### config.mk
export PLATFORM = sky130hd
export DESIGN_NAME = four_register_alu_execute_flat
export DESIGN_NICKNAME = d
export VERILOG_FILES = /design/src/fra_pkg.sv /design/src/fra_in_if.sv /design/src/fra_out_if.sv /design/src/four_register_alu_execute.sv /design/src/fra_div.sv /design/src/fra_dp.sv /design/src/fra_ctrl.sv /design/src/flat_wrapper.sv
export SDC_FILE = /design/constraint.sdc
export NUM_CORES = 2
export LEC_CHECK = 0
export ABC_AREA = 1
export BUFFER_PORTS_ARGS = -buffer_cell sky130_fd_sc_hd__buf_4
export CORE_MARGIN = 2
export CORE_UTILIZATION = 50
export DETAILED_ROUTE_END_ITERATION = 16
export GPL_ROUTABILITY_DRIVEN = 0
export PLACE_DENSITY_LB_ADDON = 0.3
export SLEW_MARGIN = 20
export SYNTH_ARGS = -nofsm -noshare
export SYNTH_HDL_FRONTEND = slang
export SYNTH_HIERARCHICAL = 1
export SYNTH_SLANG_ARGS = --single-unit
### constraint.sdc
create_clock -name clk_i -period 7 [get_ports clk_i]
set_input_delay 1.4 -clock clk_i [delete_from_list [all_inputs] [get_ports clk_i]]
set_output_delay 1.4 -clock clk_i [all_outputs]
set_load 0.02 [all_outputs]
### src/fra_pkg.sv
// Shared types, codes and decode helpers for the four-register ALU.
package fra_pkg;

  localparam int unsigned DataW = 32;
  localparam int unsigned ImmW = 16;
  localparam int unsigned NumRegs = 4;
  localparam int unsigned RegIdxW = $clog2(NumRegs);
  localparam int unsigned ModeW = 4;

  typedef logic [DataW-1:0] data_t;
  typedef logic [RegIdxW-1:0] reg_idx_t;

  // Instruction codes; codes past MODE_NOP behave as nop.
  typedef enum logic [ModeW-1:0] {
    MODE_LOAD  = 4'd0,
    MODE_ADD_R = 4'd1,
    MODE_MUL_R = 4'd2,
    MODE_DIV_R = 4'd3,
    MODE_MOD_R = 4'd4,
    MODE_EQL_R = 4'd5,
    MODE_ADD_I = 4'd6,
    MODE_MUL_I = 4'd7,
    MODE_DIV_I = 4'd8,
    MODE_MOD_I = 4'd9,
    MODE_EQL_I = 4'd10,
    MODE_NOP   = 4'd11
  } mode_e;

  typedef enum logic [2:0] {
    OP_NONE,
    OP_LOAD,
    OP_ADD,
    OP_MUL,
    OP_DIV,
    OP_MOD,
    OP_EQL
  } alu_op_e;

  // Controller to datapath
  typedef struct packed {
    logic capture;
    logic exec;
    logic div_start;
    logic div_write;
    logic out_load;
  } cmd_t;

  // Datapath to controller
  typedef struct packed {
    logic div_needed;
    logic div_done;
  } status_t;

  function automatic alu_op_e decode_op(input logic [ModeW-1:0] mode);
    alu_op_e op;
    unique case (mode)
      MODE_LOAD:              op = OP_LOAD;
      MODE_ADD_R, MODE_ADD_I: op = OP_ADD;
      MODE_MUL_R, MODE_MUL_I: op = OP_MUL;
      MODE_DIV_R, MODE_DIV_I: op = OP_DIV;
      MODE_MOD_R, MODE_MOD_I: op = OP_MOD;
      MODE_EQL_R, MODE_EQL_I: op = OP_EQL;
      default:                op = OP_NONE;
    endcase
    return op;
  endfunction

  function automatic logic uses_imm(input logic [ModeW-1:0] mode);
    return (mode >= MODE_ADD_I) && (mode <= MODE_EQL_I);
  endfunction

endpackage

### src/fra_in_if.sv
// Instruction channel: valid/ready plus one instruction per beat.
interface fra_in_if import fra_pkg::*; ();
  logic                    valid;
  logic                    ready;
  logic [ModeW-1:0]        mode;
  logic [RegIdxW-1:0]      dest_reg;
  logic [RegIdxW-1:0]      src_reg;
  logic signed [ImmW-1:0]  immediate;
  logic signed [DataW-1:0] load_value;
  logic                    clear_first;

  modport source (
    output valid, mode, dest_reg, src_reg, immediate, load_value, clear_first,
    input  ready
  );
  modport sink (
    input  valid, mode, dest_reg, src_reg, immediate, load_value, clear_first,
    output ready
  );
endinterface

### src/fra_out_if.sv
// Result channel: valid/ready plus the register file snapshot per beat.
interface fra_out_if import fra_pkg::*; ();
  logic                    valid;
  logic                    ready;
  logic signed [DataW-1:0] reg_w;
  logic signed [DataW-1:0] reg_x;
  logic signed [DataW-1:0] reg_y;
  logic signed [DataW-1:0] reg_z;
  logic                    div_error;

  modport source (
    output valid, reg_w, reg_x, reg_y, reg_z, div_error,
    input  ready
  );
  modport sink (
    input  valid, reg_w, reg_x, reg_y, reg_z, div_error,
    output ready
  );
endinterface

### src/four_register_alu_execute.sv
// Top level of the four-register ALU: controller, datapath and channel ports.
//
//   port   dir  beat contents
//   in_i   in   mode, dest_reg, src_reg, immediate, load_value, clear_first
//   out_o  out  reg_w, reg_x, reg_y, reg_z, div_error
//
// One instruction at a time: accept, execute, then load the result register;
// divide and remainder by a nonzero operand also wait for the bit-serial
// divider. A zero divisor takes the short path.
// Reset zeroes the register file and drops out_o.valid.
// A stalled result beat holds; the next instruction is still taken and waits
// in write-back until the result register frees.
module four_register_alu_execute import fra_pkg::*; (
  input  logic      clk_i,
  input  logic      rst_ni,
  fra_in_if.sink    in_i,
  fra_out_if.source out_o
);

  cmd_t    cmd;
  status_t status;

  fra_ctrl u_ctrl (
    .clk_i       (clk_i),
    .rst_ni      (rst_ni),
    .in_valid_i  (in_i.valid),
    .in_ready_o  (in_i.ready),
    .out_valid_o (out_o.valid),
    .out_ready_i (out_o.ready),
    .status_i    (status),
    .cmd_o       (cmd)
  );

  fra_dp u_dp (
    .clk_i         (clk_i),
    .rst_ni        (rst_ni),
    .cmd_i         (cmd),
    .status_o      (status),
    .mode_i        (in_i.mode),
    .dest_reg_i    (in_i.dest_reg),
    .src_reg_i     (in_i.src_reg),
    .immediate_i   (in_i.immediate),
    .load_value_i  (in_i.load_value),
    .clear_first_i (in_i.clear_first),
    .reg_w_o       (out_o.reg_w),
    .reg_x_o       (out_o.reg_x),
    .reg_y_o       (out_o.reg_y),
    .reg_z_o       (out_o.reg_z),
    .div_error_o   (out_o.div_error)
  );

endmodule

### src/fra_div.sv
// Iterative unsigned restoring divider, one quotient bit per cycle.
module fra_div import fra_pkg::*; (
  input  logic  clk_i,
  input  logic  rst_ni,
  input  logic  start_i,
  input  data_t dividend_i,
  input  data_t divisor_i,
  output logic  done_o,
  output data_t quotient_o,
  output data_t remainder_o
);

  localparam int unsigned CntW = $clog2(DataW);

  logic            busy_q, busy_d;
  logic            done_q, done_d;
  logic [CntW-1:0] cnt_q, cnt_d;
  data_t           quo_q, quo_d;
  data_t           rem_q, rem_d;
  data_t           dsr_q, dsr_d;
  logic [DataW:0]  trial;

  // Partial remainder stays below the divisor, so the shifted value fits DataW+1 bits.
  assign trial = {rem_q, quo_q[DataW-1]} - {1'b0, dsr_q};

  always_comb begin
    busy_d = busy_q;
    done_d = 1'b0;
    cnt_d  = cnt_q;
    quo_d  = quo_q;
    rem_d  = rem_q;
    dsr_d  = dsr_q;
    if (start_i) begin
      busy_d = 1'b1;
      cnt_d  = '0;
      quo_d  = dividend_i;
      rem_d  = '0;
      dsr_d  = divisor_i;
    end else if (busy_q) begin
      if (!trial[DataW]) begin
        rem_d = trial[DataW-1:0];
        quo_d = {quo_q[DataW-2:0], 1'b1};
      end else begin
        rem_d = {rem_q[DataW-2:0], quo_q[DataW-1]};
        quo_d = {quo_q[DataW-2:0], 1'b0};
      end
      cnt_d = cnt_q + 1'b1;
      if (cnt_q == CntW'(DataW - 1)) begin
        busy_d = 1'b0;
        done_d = 1'b1;
      end
    end
  end

  always_ff @(posedge clk_i or negedge rst_ni) begin
    if (!rst_ni) begin
      busy_q <= 1'b0;
      done_q <= 1'b0;
      cnt_q  <= '0;
    end else begin
      busy_q <= busy_d;
      done_q <= done_d;
      cnt_q  <= cnt_d;
    end
  end

  always_ff @(posedge clk_i) begin
    quo_q <= quo_d;
    rem_q <= rem_d;
    dsr_q <= dsr_d;
  end

  assign done_o      = done_q;
  assign quotient_o  = quo_q;
  assign remainder_o = rem_q;

  a_start_busy: assert property (@(posedge clk_i) disable iff (!rst_ni)
    start_i |=> busy_q && cnt_q == '0)
    else $error("divider not busy after start");

  a_done_idle: assert property (@(posedge clk_i) disable iff (!rst_ni)
    done_q |-> !busy_q && $past(busy_q))
    else $error("divider done without a finished run");

endmodule

### src/fra_dp.sv
// Datapath: instruction latch, register file, ALU, divider and result register.
module fra_dp import fra_pkg::*; (
  input  logic                    clk_i,
  input  logic                    rst_ni,
  input  cmd_t                    cmd_i,
  output status_t                 status_o,
  input  logic [ModeW-1:0]        mode_i,
  input  reg_idx_t                dest_reg_i,
  input  reg_idx_t                src_reg_i,
  input  logic signed [ImmW-1:0]  immediate_i,
  input  logic signed [DataW-1:0] load_value_i,
  input  logic                    clear_first_i,
  output logic signed [DataW-1:0] reg_w_o,
  output logic signed [DataW-1:0] reg_x_o,
  output logic signed [DataW-1:0] reg_y_o,
  output logic signed [DataW-1:0] reg_z_o,
  output logic                    div_error_o
);

  logic [ModeW-1:0] mode_q;
  reg_idx_t         dest_q;
  reg_idx_t         src_q;
  logic [ImmW-1:0]  imm_q;
  data_t            load_q;

  data_t            rf_q [NumRegs];
  logic             err_q;
  logic             quo_neg_q, rem_neg_q, want_rem_q;

  data_t            out_q [NumRegs];
  logic             out_err_q;

  alu_op_e          op;
  data_t            opa, opb, alu_res;
  logic             is_divmod, b_zero, alu_write;
  data_t            mag_a, mag_b;
  logic             div_done;
  data_t            quo, rem, div_res;

  assign op        = decode_op(mode_q);
  assign opa       = rf_q[dest_q];
  assign opb       = uses_imm(mode_q) ? data_t'({{(DataW-ImmW){imm_q[ImmW-1]}}, imm_q})
                                      : rf_q[src_q];
  assign is_divmod = (op == OP_DIV) || (op == OP_MOD);
  assign b_zero    = (opb == '0);
  assign mag_a     = opa[DataW-1] ? (~opa + 1'b1) : opa;
  assign mag_b     = opb[DataW-1] ? (~opb + 1'b1) : opb;

  always_comb begin
    alu_res   = '0;
    alu_write = 1'b1;
    unique case (op)
      OP_LOAD: alu_res = load_q;
      OP_ADD:  alu_res = opa + opb;
      OP_MUL:  alu_res = opa * opb;  // low word only
      OP_EQL:  alu_res = data_t'(opa == opb);
      default: alu_write = 1'b0;     // nop; div/mod write back later
    endcase
  end

  fra_div u_div (
    .clk_i       (clk_i),
    .rst_ni      (rst_ni),
    .start_i     (cmd_i.div_start),
    .dividend_i  (mag_a),
    .divisor_i   (mag_b),
    .done_o      (div_done),
    .quotient_o  (quo),
    .remainder_o (rem)
  );

  always_comb begin
    if (want_rem_q) div_res = rem_neg_q ? (~rem + 1'b1) : rem;
    else            div_res = quo_neg_q ? (~quo + 1'b1) : quo;
  end

  assign status_o.div_needed = is_divmod && !b_zero;
  assign status_o.div_done   = div_done;

  always_ff @(posedge clk_i) begin
    if (cmd_i.capture) begin
      mode_q <= mode_i;
      dest_q <= dest_reg_i;
      src_q  <= src_reg_i;
      imm_q  <= immediate_i;
      load_q <= load_value_i;
    end
    if (cmd_i.exec) err_q <= is_divmod && b_zero;
    if (cmd_i.div_start) begin
      quo_neg_q  <= opa[DataW-1] ^ opb[DataW-1];
      rem_neg_q  <= opa[DataW-1];
      want_rem_q <= (op == OP_MOD);
    end
    if (cmd_i.out_load) begin
      out_q     <= rf_q;
      out_err_q <= err_q;
    end
  end

  // Register file: clear on capture when clear_first is set, single write port afterwards.
  always_ff @(posedge clk_i or negedge rst_ni) begin
    if (!rst_ni) begin
      for (int i = 0; i < NumRegs; i++) rf_q[i] <= '0;
    end else begin
      priority if (cmd_i.capture && clear_first_i) begin
        for (int i = 0; i < NumRegs; i++) rf_q[i] <= '0;
      end else if (cmd_i.exec && alu_write) begin
        rf_q[dest_q] <= alu_res;
      end else if (cmd_i.div_write) begin
        rf_q[dest_q] <= div_res;
      end else begin
        rf_q <= rf_q;
      end
    end
  end

  assign reg_w_o     = out_q[0];
  assign reg_x_o     = out_q[1];
  assign reg_y_o     = out_q[2];
  assign reg_z_o     = out_q[3];
  assign div_error_o = out_err_q;

endmodule

### src/fra_ctrl.sv
// Controller: sequences capture, execute, divide wait and result hand-off.
module fra_ctrl import fra_pkg::*; (
  input  logic    clk_i,
  input  logic    rst_ni,
  input  logic    in_valid_i,
  output logic    in_ready_o,
  output logic    out_valid_o,
  input  logic    out_ready_i,
  input  status_t status_i,
  output cmd_t    cmd_o
);

  typedef enum logic [1:0] {
    ST_IDLE,
    ST_EXEC,
    ST_DIV,
    ST_WB
  } state_e;

  state_e state_q, state_d;
  logic   out_valid_q, out_valid_d;

  always_comb begin
    cmd_o.capture   = (state_q == ST_IDLE) && in_valid_i;
    cmd_o.exec      = (state_q == ST_EXEC);
    cmd_o.div_start = (state_q == ST_EXEC) && status_i.div_needed;
    cmd_o.div_write = (state_q == ST_DIV) && status_i.div_done;
    // result slot frees up the same cycle the sink takes the old beat
    cmd_o.out_load  = (state_q == ST_WB) && (!out_valid_q || out_ready_i);
  end

  always_comb begin
    state_d = state_q;
    unique case (state_q)
      ST_IDLE: if (in_valid_i) state_d = ST_EXEC;
      ST_EXEC: state_d = status_i.div_needed ? ST_DIV : ST_WB;
      ST_DIV:  if (status_i.div_done) state_d = ST_WB;
      ST_WB:   if (cmd_o.out_load) state_d = ST_IDLE;
      default: state_d = ST_IDLE;
    endcase
    out_valid_d = out_valid_q;
    if (cmd_o.out_load)   out_valid_d = 1'b1;
    else if (out_ready_i) out_valid_d = 1'b0;
  end

  always_ff @(posedge clk_i or negedge rst_ni) begin
    if (!rst_ni) begin
      state_q     <= ST_IDLE;
      out_valid_q <= 1'b0;
    end else begin
      state_q     <= state_d;
      out_valid_q <= out_valid_d;
    end
  end

  assign in_ready_o  = (state_q == ST_IDLE);
  assign out_valid_o = out_valid_q;

  a_start_to_div: assert property (@(posedge clk_i) disable iff (!rst_ni)
    cmd_o.div_start |=> state_q == ST_DIV)
    else $error("divide started but controller not waiting");

  a_done_in_div: assert property (@(posedge clk_i) disable iff (!rst_ni)
    status_i.div_done |-> state_q == ST_DIV)
    else $error("divider finished outside divide wait");

  a_load_valid: assert property (@(posedge clk_i) disable iff (!rst_ni)
    cmd_o.out_load |=> out_valid_q && state_q == ST_IDLE)
    else $error("result load did not raise valid");

endmodule
### src/flat_wrapper.sv
// flat-port wrapper written by rule: the top's interface ports become plain ports
module four_register_alu_execute_flat import fra_pkg::*;
  (clk_i, rst_ni, in_i_valid, in_i_mode, in_i_dest_reg, in_i_src_reg, in_i_immediate, in_i_load_value, in_i_clear_first, in_i_ready, out_o_valid, out_o_reg_w, out_o_reg_x, out_o_reg_y, out_o_reg_z, out_o_div_error, out_o_ready);
  fra_in_if in_i_i ();
  fra_out_if out_o_i ();
  input  logic clk_i;
  input  logic rst_ni;
  input wire logic [$bits(in_i_i.valid)-1:0] in_i_valid;
  input wire logic [$bits(in_i_i.mode)-1:0] in_i_mode;
  input wire logic [$bits(in_i_i.dest_reg)-1:0] in_i_dest_reg;
  input wire logic [$bits(in_i_i.src_reg)-1:0] in_i_src_reg;
  input wire logic [$bits(in_i_i.immediate)-1:0] in_i_immediate;
  input wire logic [$bits(in_i_i.load_value)-1:0] in_i_load_value;
  input wire logic [$bits(in_i_i.clear_first)-1:0] in_i_clear_first;
  output wire logic [$bits(in_i_i.ready)-1:0] in_i_ready;
  output wire logic [$bits(out_o_i.valid)-1:0] out_o_valid;
  output wire logic [$bits(out_o_i.reg_w)-1:0] out_o_reg_w;
  output wire logic [$bits(out_o_i.reg_x)-1:0] out_o_reg_x;
  output wire logic [$bits(out_o_i.reg_y)-1:0] out_o_reg_y;
  output wire logic [$bits(out_o_i.reg_z)-1:0] out_o_reg_z;
  output wire logic [$bits(out_o_i.div_error)-1:0] out_o_div_error;
  input wire logic [$bits(out_o_i.ready)-1:0] out_o_ready;
  assign in_i_i.valid = in_i_valid;
  assign in_i_i.mode = in_i_mode;
  assign in_i_i.dest_reg = in_i_dest_reg;
  assign in_i_i.src_reg = in_i_src_reg;
  assign in_i_i.immediate = in_i_immediate;
  assign in_i_i.load_value = in_i_load_value;
  assign in_i_i.clear_first = in_i_clear_first;
  assign in_i_ready = in_i_i.ready;
  assign out_o_valid = out_o_i.valid;
  assign out_o_reg_w = out_o_i.reg_w;
  assign out_o_reg_x = out_o_i.reg_x;
  assign out_o_reg_y = out_o_i.reg_y;
  assign out_o_reg_z = out_o_i.reg_z;
  assign out_o_div_error = out_o_i.div_error;
  assign out_o_i.ready = out_o_ready;
  four_register_alu_execute u_core (.clk_i(clk_i), .rst_ni(rst_ni), .in_i(in_i_i), .out_o(out_o_i));
endmodule
==> flow_summary.yaml <==
worst_setup_path:
  crit_type: "reg -> reg"
  crit_path_top_delay_cell: "fa_1"
  critPathBufInv: 8
  slowest_delay_ns: 0.58
  worst-r2r-setup-slack_ns: -1.22
  crit_top_cell: "fa_1"
  critical_path.max_fanout: 7
  critPathLaunchType: "register"
  end_kind: "register"
  crit_arrival_ns: 8.67
  worst_path_dominant_cell_family: "adder cells"
  cp.required_ns: 7.45
detailed_routing:
  drc: 0
  post_drt_via_cell_ratio: 5.806
  routedWlPerCell_um: 23.38
  wl_mm: 172.5
  drtIter0Drc: 6315
  first_pass_iters: 7
  vias: 42833
  antenna_left: 0
timing:
  rsz0062_at_grt: "yes"
  clock.fmax_mhz: 121.7
  drv_slew: 0
  worst_pin_slew_ns: 1.321
  relSlewSlack: 0.1103
  hold_violations: 0
  finalCritPeriodShare: 1.174
  setup_viol: 88
  setup_slack_ns: -1.220
  fin_skew_ns: 0.05095
  post-route-min-period_ns: 8.220
place:
  portBuffers: 191
  place_hpwl_mm: 133.7
  dp_cells: 7196
yosys:
  synthDistinctLibCells: 59
  yosysSeqAreaShare: 0.2809
  ys_warn_count: 6
  synthArstFlopShare: 0.3239
  synth_edf_count: 253
  syn_avg_cell_area_um2: 7.652
  synth_nets: 6137
  synth-main-ff-cell: "edfxtp_1"
  synth_cells: 5466
  synth-seq-cells: 426
  synth_area_mm2: 0.04183
worst_hold_path:
  min_path_type: "reg -> reg"
global_routing:
  track_usage: 0.3948
  grt_pass1_vias: 41172
  grt_pass1_wl_mm: 251.9
  grt-ovfl-total: 0
  grt_max_degree: 130
  antenna_found_initial: 8
floorplanning:
  chipHeight_um: 293.2
  core_area_mm2: 0.08329
  rows: 106
  initial_core_util: 0.5022
  die-area_mm2: 0.08598
  ios: 192
  die_width_um: 293.2
run_status:
  status: "finished, violations left"
  violations: "negative setup slack"
cts:
  htreeDepth: 2
  cts_num_sinks: 426
  ctsLongestPathBuffers: 3
  cts_root_buf: "clkbuf_16"
  postCtsHoldBufs: 0
  clk_pin_slew_ns: 0.07
  cts_tree: "built"
  clock_latency_ns: 0.63
  cts_buffers: 45
cells_and_area:
  drive_gt1_frac: 0.2389
  fin_cells: 7377
  nNetsFinal: 6925
  syn_to_final_growth_pct: 28.70
  fillCellCount: 6678
flow_run:
  drv_cap: 0
==> flip-flops by register name, summed over array words and instances, names as in the netlist, 3 cells and up <==
register / flops
u_core/u_dp/load_q: 32
u_core/u_dp/u_div/cnt_q: 5
u_core/u_dp/u_div/quotient_o: 32
u_core/u_dp/u_div/remainder_o: 32
u_core/u_dp/op: 3
u_core/u_dp/u_div/dsr_q: 32
u_core/u_dp/reg_x_o: 32
u_core/u_dp/reg_z_o: 32
u_core/u_dp/reg_y_o: 32
u_core/u_dp/reg_w_o: 32
u_core/u_dp/rf_q: 128
u_core/u_dp/imm_q: 16
u_core/u_dp/mode_q: 4
==> worst register-to-register path: cells and delay by family, from the launching register on <==
kind / cells / cell delay (ns)
buf+inv: 8 / 0.79
simple gates: 15 / 1.77
flops: 1 / 0.47
compound gates: 4 / 0.65
fa+ha+maj: 9 / 4.37
==> cells in the mapped netlist, types with 61 or more instances <==
cell / instances / area (um2)
ha_1: 200 / 2502
inv_1: 947 / 3555
clkbuf_1: 117 / 439.2
xor2_1: 61 / 534.3
dfrtp_1: 138 / 3453
o21ai_0: 226 / 1131
fa_1: 410 / 8208
nand2_1: 1456 / 5465
nand3_1: 329 / 1647
a21oi_1: 215 / 1076
edfxtp_1: 253 / 7597
nor2_1: 584 / 2192
==> final cells by class <==
| type | count | area (um2) | area share |
|---|---|---|---|
| multi-input combinational | 3868 | 27410 | 0.5091 |
| sequential | 426 | 11750 | 0.2183 |
| timing repair buffer | 926 | 7856 | 0.1459 |
| inverter | 986 | 3816 | 0.07089 |
| tap | 1080 | 1351 | 0.02510 |
| clock buffer | 48 | 1157 | 0.02150 |
| clock inverter | 36 | 474.2 | 0.008809 |
| antenna | 6 | 15.01 | 0.0002789 |
| timing repair inverter | 1 | 7.507 | 0.0001395 |
==> cells in the final DEF (no fill, tap or decap), types with 45 or more instances in the layout <==
| cell | instances |
|---|---|
| clkbuf_16 | 45 |
| nand2_1 | 1368 |
| nor2_1 | 525 |
| xor2_1 | 60 |
| ha_1 | 166 |
| buf_6 | 63 |
| nor3_1 | 53 |
| edfxtp_1 | 253 |
| nand3_2 | 47 |
| dfrtp_1 | 138 |
| fa_1 | 370 |
| nand2_2 | 77 |
| inv_1 | 897 |
| nand3_1 | 272 |
| a21oi_1 | 196 |
| buf_4 | 806 |
| inv_2 | 51 |
| o21ai_0 | 183 |
| nor2_2 | 58 |
==> per-layer routing <==
layer | up-vias | share of wire | track usage | wire [um]
met3 | 939 | 0.15 | 0.1390 | 25070
met4 | 4 | 0.10 | 0.3065 | 17220
met1 | 20079 | 0.34 | 0.4741 | 58230
met5 | - | 0.000087 | 0 | 15
met2 | 3121 | 0.42 | 0.5798 | 71970
li1 | 18690 | - | - | -
==> cell families after synthesis <==
kind of cell | share of synthesized area
adders and majority gates | 0.2561
AOI/OAI and AO/OA | 0.07900
and+or+nand+nor | 0.2573
DFF | 0.2809
xor gates and xnor gates | 0.01738
buffers and inverters | 0.1093
==> final timing paths <==
| kind | startpoint | endpoint | depth (start not counted) |
|---|---|---|---|
| min in group asynchronous | rst_ni | u_core/u_dp/rf_q[90]$_DFFE_PN0P_ | 1 |
| max in group asynchronous | rst_ni | u_core/u_dp/rf_q[47]$_DFFE_PN0P_ | 2 |
| worst max register to register | u_core/u_dp/mode_q[2]$_DFFE_PP_ | u_core/u_dp/rf_q[125]$_DFFE_PN0P_ | 36 |
| worst min register to register | u_core/u_dp/err_q$_DFFE_PP_ | u_core/u_dp/div_error_o$_DFFE_PP_ | 0 |
| worst min-delay path | u_core/u_dp/err_q$_DFFE_PP_ | u_core/u_dp/div_error_o$_DFFE_PP_ | 0 |
| worst max-delay path | u_core/u_dp/mode_q[2]$_DFFE_PP_ | u_core/u_dp/rf_q[125]$_DFFE_PN0P_ | 36 |
==> per-stage QoR <==
stage	utilization	TNS [ns]	instance area, um2	setup WS (ns)	hold WS (ns)
final	0.6463	-62.13	53830	-1.220	0.4345
after CTS	0.6355	-43.38	52930	-0.9340	0.4330
after floorplan	-	-4.053	42420	-0.2331	0.4003
after global routing	0.6462	-76.91	53820	-1.408	0.4551
after detailed placement	0.5928	-81.18	49380	-1.290	0.4195
after global placement	0.5928	-76.23	49380	-1.209	0.4214
==> repair_timing <==
action                     in CTS  in global routing
pin swaps                     101                 80
setup endpoints to repair      92                 92
gates resized for setup       338                201
setup buffers                  66                 27
cloned                          3                  0
Power is left out: the tool's default activity adds up to more than one toggle a clock period on the data nets, which glitch-free logic cannot reach.
